--- src/rtl/core/chi_pkg.sv ---
`timescale 1ns / 1ps
package chi_pkg;

	localparam int NUM_BINS   = 255;
	localparam int BIN_CENTER = 127;

	localparam logic [1:0] FUNC_ADD   = 2'd0;
	localparam logic [1:0] FUNC_READ  = 2'd1;
	localparam logic [1:0] FUNC_CLEAR = 2'd2;
	localparam logic [1:0] FUNC_NOP   = 2'd3;

	typedef struct packed {
		logic [1:0] func;
		logic [6:0] pitch;
		logic       chord_start;
		logic [7:0] bin_index;
	} req_t;

	typedef struct packed {
		logic [31:0] bin_count;
		logic [4:0]  pairs_added;
		logic        note_dropped;
	} rsp_t;

	typedef enum logic [1:0] {
		OP_ADD,
		OP_READ,
		OP_CLEAR,
		OP_NOP
	} op_t;

	typedef struct packed {
		op_t        op;
		logic [6:0] pitch;
		logic       chord_start;
		logic [7:0] bin_index;
		logic       in_range;
	} job_t;

	typedef enum logic [1:0] {
		B_IDLE,
		B_RUN,
		B_DRAIN,
		B_READ
	} back_state_t;

endpackage

--- src/rtl/core/chi_front.sv ---
`timescale 1ns / 1ps
module chi_front (
	input  logic         clk,
	input  logic         arst_n,
	input  logic         start,
	input  chi_pkg::req_t req,
	output logic         busy,
	output logic         job_vld,
	output chi_pkg::job_t job,
	input  logic         pop
);
	import chi_pkg::*;

	job_t       ent_q [2];
	logic       wr_ptr_q;
	logic       rd_ptr_q;
	logic [1:0] cnt_q;
	logic       push;
	job_t       new_job;

	always_comb begin
		new_job.pitch       = req.pitch;
		new_job.chord_start = req.chord_start;
		new_job.bin_index   = req.bin_index;
		new_job.in_range    = (req.bin_index < 8'(NUM_BINS));
		case (req.func)
			FUNC_ADD:   new_job.op = OP_ADD;
			FUNC_READ:  new_job.op = OP_READ;
			FUNC_CLEAR: new_job.op = OP_CLEAR;
			default:    new_job.op = OP_NOP;
		endcase
	end

	assign busy    = cnt_q[1];
	assign push    = start && !busy;
	assign job_vld = (cnt_q != 2'd0);
	assign job     = ent_q[rd_ptr_q];

	always_ff @(posedge clk) begin
		if (push) begin
			ent_q[wr_ptr_q] <= new_job;
		end
	end

	always_ff @(posedge clk or negedge arst_n) begin
		if (!arst_n) begin
			wr_ptr_q <= 1'b0;
			rd_ptr_q <= 1'b0;
			cnt_q    <= 2'd0;
		end else begin
			if (push) begin
				wr_ptr_q <= ~wr_ptr_q;
			end
			if (pop && job_vld) begin
				rd_ptr_q <= ~rd_ptr_q;
			end
			cnt_q <= cnt_q + 2'(push) - 2'(pop && job_vld);
		end
	end

endmodule

--- config.mk ---
export PLATFORM = sky130hd
export DESIGN_NAME = chi_front
export DESIGN_NICKNAME = d
export VERILOG_FILES = /design/src/rtl/core/chi_pkg.sv /design/src/rtl/core/chi_front.sv
export SDC_FILE = /design/constraint.sdc
export NUM_CORES = 1
export LEC_CHECK = 0
export BUFFER_PORTS_ARGS = -buffer_cell sky130_fd_sc_hd__clkbuf_2
export CORE_ASPECT_RATIO = 0.5
export CORE_MARGIN = 2
export CORE_UTILIZATION = 51
export DETAILED_ROUTE_END_ITERATION = 16
export MAX_ROUTING_LAYER = met4
export PLACE_DENSITY = 0.86
export SETUP_SLACK_MARGIN = 0.2
export SYNTH_ARGS = -nofsm -noshare
export SYNTH_HDL_FRONTEND = slang
export SYNTH_SLANG_ARGS = --single-unit
--- constraint.sdc ---
create_clock -name clk -period 2.2 [get_ports clk]
set_input_delay 0.66 -clock clk [delete_from_list [all_inputs] [get_ports clk]]
set_output_delay 0.66 -clock clk [all_outputs]
set_load 0.01 [all_outputs]
==> results.py <==
metrics = {
    "routing": {
        "drtPass1Iterations": 4,
        "viasPerCell": 4.81,
        "drt-total-wl_mm": 2.52,
        "ant_nets": 0,
        "drt_iter0_markers": 30,
        "drc": 0,
        "wl_per_cell_um": 14.3,
        "vias": 847,
    },
    "sta": {
        "min_period_over_period_pct": 91.4,
        "skew_ns": 0.00889,
        "maxClockFrequency_ghz": 0.497,
        "setup_viol": 0,
        "hold_violations": 0,
        "worstMarginPinSlew_ns": 0.257,
        "rsz0062_at_grt": "true",
        "min_period_ns": 2.01,
        "fin_ws_ns": 0.188,
        "report.final.slew_viol_count": 0,
        "setup_tns_ns": 0,
        "maxSlewHeadroom_pct": 82.9,
    },
    "grt": {
        "grt_start_max_net_pins": 20,
        "first_global_vias": 872,
        "grt_use_total_pct": 14.8,
        "grt-ovfl-total": 0,
        "grt_pass1_wl_mm": 3.91,
        "antenna_found_initial": 0,
    },
    "floorplan": {
        "core_um2": 3080,
        "ios": 43,
        "rows": 14,
        "die_x_um": 85.6,
        "dieArea_um2": 3830,
        "start_util_pct": 55.1,
        "die_h_um": 44.8,
    },
    "synthesis": {
        "synth_common_cells": "38 x edfxtp_1, 19 x mux2_4, 4 x dfrtp_1",
        "synth_area_um2": 1700,
        "synth_top_area_cell": "edfxtp_1",
        "synth_top_area_share_pct": 67.2,
        "syn-num-nets": 108,
        "synth-seq-area-share_pct": 73.1,
        "synth_warnings": 0,
        "synthCells": 85,
        "synth_most_common_cell": "edfxtp_1",
        "synth-main-ff-cell": "edfxtp_1",
        "synth-seq-cells": 42,
        "synth.avg_cell_area_um2": 20.0,
        "ys_top_cells_by_area": "edfxtp_1 67%, mux2_4 17%, dfrtp_1 5.9%",
        "async_flop_share_pct": 9.52,
        "synth_edf_count": 38,
        "synth_cell_types": 18,
    },
    "worst_setup_path": {
        "reg2reg_slack_ns": 0.88,
        "r2r_end": "ent_q[1][7]$_DFFE_PP_",
        "crit_end": "job[8]",
        "rr_startpoint": "cnt_q[1]$_DFF_PN0_",
        "start_kind": "flip-flop",
        "worst_r2r_path_depth": 3,
        "worst_ep_arrival_time_ns": 1.35,
        "crit_type": "flip-flop to output pin",
        "required_ns": 1.54,
        "cp_max_fo": 10,
        "crit_path_end_kind": "output pin",
        "startpoint": "rd_ptr_q$_DFFE_PN0P_",
    },
    "status": {
        "status": "complete, no violations",
    },
    "placement": {
        "placed_area_um2": 1960,
        "globalplace.congestion": 0.688,
        "portBuffers": 42,
        "dp_slack_ns": 0.486,
        "dpl.hpwl_mm": 1.63,
    },
    "pwr": {
        "p_switching_mw": 0.758,
        "cellPowerDensity_nw_per_um2": 1290,
        "clockPowerShare_pct": 21.5,
        "comb_power_share_pct": 36.0,
        "ir_drop_uv": 641,
        "p_int_mw": 1.96,
        "p_leak_nw": 0.867,
        "pwr-share-seq_pct": 42.4,
        "switching_share_pct": 27.9,
    },
    "clock_tree": {
        "insertion_delay_ns": 0.29,
        "clkTransAtPathRegs_ns": 0.08,
        "tritoncts": "built",
        "cts_max_level": 2,
        "cts_buffers": 5,
        "root_buffer": "clkbuf_8",
        "hold_buffers": 0,
        "cts_sinks": 42,
        "max-clock-path-buffers": 2,
    },
    "finish": {
        "design_area_um2": 2110,
        "num_antenna_cells": 0,
        "areaGrowthSynthToFinish_pct": 24.2,
        "fill_cells": 204,
        "layout-drive-gt1-share_pct": 58.8,
        "final_nets": 158,
    },
    "worst_hold_path": {
        "hold_path.class": "input pin to asynchronous set/reset pin",
    },
    "job": {
        "maxCapViolations": 0,
    },
}
## area by class of cell
cell class | count | area [um2] | share of cell area (%)
Inverter | 1 | 3.75 | 0.178
Timing Repair Buffer | 47 | 280 | 13.3
Clock inverter | 2 | 37.5 | 1.78
Sequential cell | 42 | 1240 | 58.9
Tap cell | 40 | 50.0 | 2.37
Clock buffer | 6 | 72.6 | 3.44
Multi-Input combinational cell | 38 | 423 | 20.0
## through the flow
stage	cells	utilization [%]	total power, mW	hold WS, ns
final	176	68.4	2.72	0.165
after global routing	176	68.4	2.84	0.169
after CTS	176	68.4	2.75	0.164
after detailed placement	166	63.7	2.08	0.471
after global placement	166	63.7	2.06	0.474
after floorplan	85	-	1.81	0.364
## critical path, cell delays in order (launching register included)
cell,delay (ns)
dfrtp_2,0.47
buf_12,0.17
mux2_4,0.30
clkbuf_2,0.13
## layout by cell type (no fill, tap or decap), types with 2 or more instances in the layout
| cell type | Yosys | final |
|---|---|---|
| buf_4 | 0 | 3 |
| mux2_4 | 19 | 19 |
| dfrtp_1 | 4 | 3 |
| nor2_1 | 3 | 3 |
| nand4_1 | 2 | 2 |
| edfxtp_1 | 38 | 38 |
| clkbuf_2 | 0 | 42 |
| clkbuf_8 | 0 | 5 |
| xnor2_1 | 3 | 3 |
| o21ai_0 | 2 | 2 |
| nor2b_1 | 2 | 2 |
## power by group through the flow
stage / Clock (mW) / Combinational [mW] / Sequential (mW)
final: 0.587 / 0.981 / 1.16
after global routing: 0.614 / 1.05 / 1.18
after CTS: 0.595 / 0.998 / 1.16
after detailed placement: 0 / 0.919 / 1.16
after global placement: 0 / 0.911 / 1.15
after floorplan: 0 / 0.657 / 1.15
## logic make-up (layout without fill, tap and decap cells)
| logic type | Yosys count | count (layout) | share of synthesized area (%) |
|---|---|---|---|
| adder cells (fa/ha/maj) | 1 | 1 | 0.737 |
| AO/OA/AOI/OAI | 3 | 3 | 1.11 |
| multiplexers | 19 | 19 | 16.8 |
| XOR/XNOR | 3 | 3 | 1.55 |
| AND/OR/NAND/NOR | 12 | 12 | 4.72 |
| flip-flops | 42 | 42 | 73.1 |
| buffers and inverters | 5 | 56 | 1.99 |
## worst min-delay path by stage
| stage | start | end | slack [ns] | cells past startpoint |
|---|---|---|---|---|
| floorplan | arst_n | cnt_q[0]$_DFF_PN0_ | 0.36 | 0 |
| global placement | arst_n | cnt_q[0]$_DFF_PN0_ | 0.47 | 1 |
| detailed placement | arst_n | cnt_q[0]$_DFF_PN0_ | 0.47 | 1 |
| CTS | arst_n | rd_ptr_q$_DFFE_PN0P_ | 0.16 | 1 |
| global route | arst_n | rd_ptr_q$_DFFE_PN0P_ | 0.17 | 1 |
| finish | arst_n | rd_ptr_q$_DFFE_PN0P_ | 0.17 | 1 |
## registers in the layout, summed over array words and instances, names as in the netlist
register	count
cnt_q	2
ent_q	38
rd_ptr_q	1
wr_ptr_q	1
## what timing repair did
| action | in CTS | in global routing |
|---|---|---|
| buffers inserted | 1 | 0 |
| gates cloned | 1 | 0 |
| setup endpoints to repair | 19 | 19 |
| hold endpoints to repair | 0 | 0 |
| gates resized for setup | 2 | 0 |
## per-layer routing
layer / part of all wire [%] / vias to the layer above / track usage [%]
met1: 43 / 404 / 15.9
met2: 51 / 16 / 26.1
li1: - / 422 / -
met5: 0 / - / -
met4: 1.6 / 0 / 6.67
met3: 4.3 / 5 / 4.39
No activity file was read; power rests on OpenSTA's default activity.
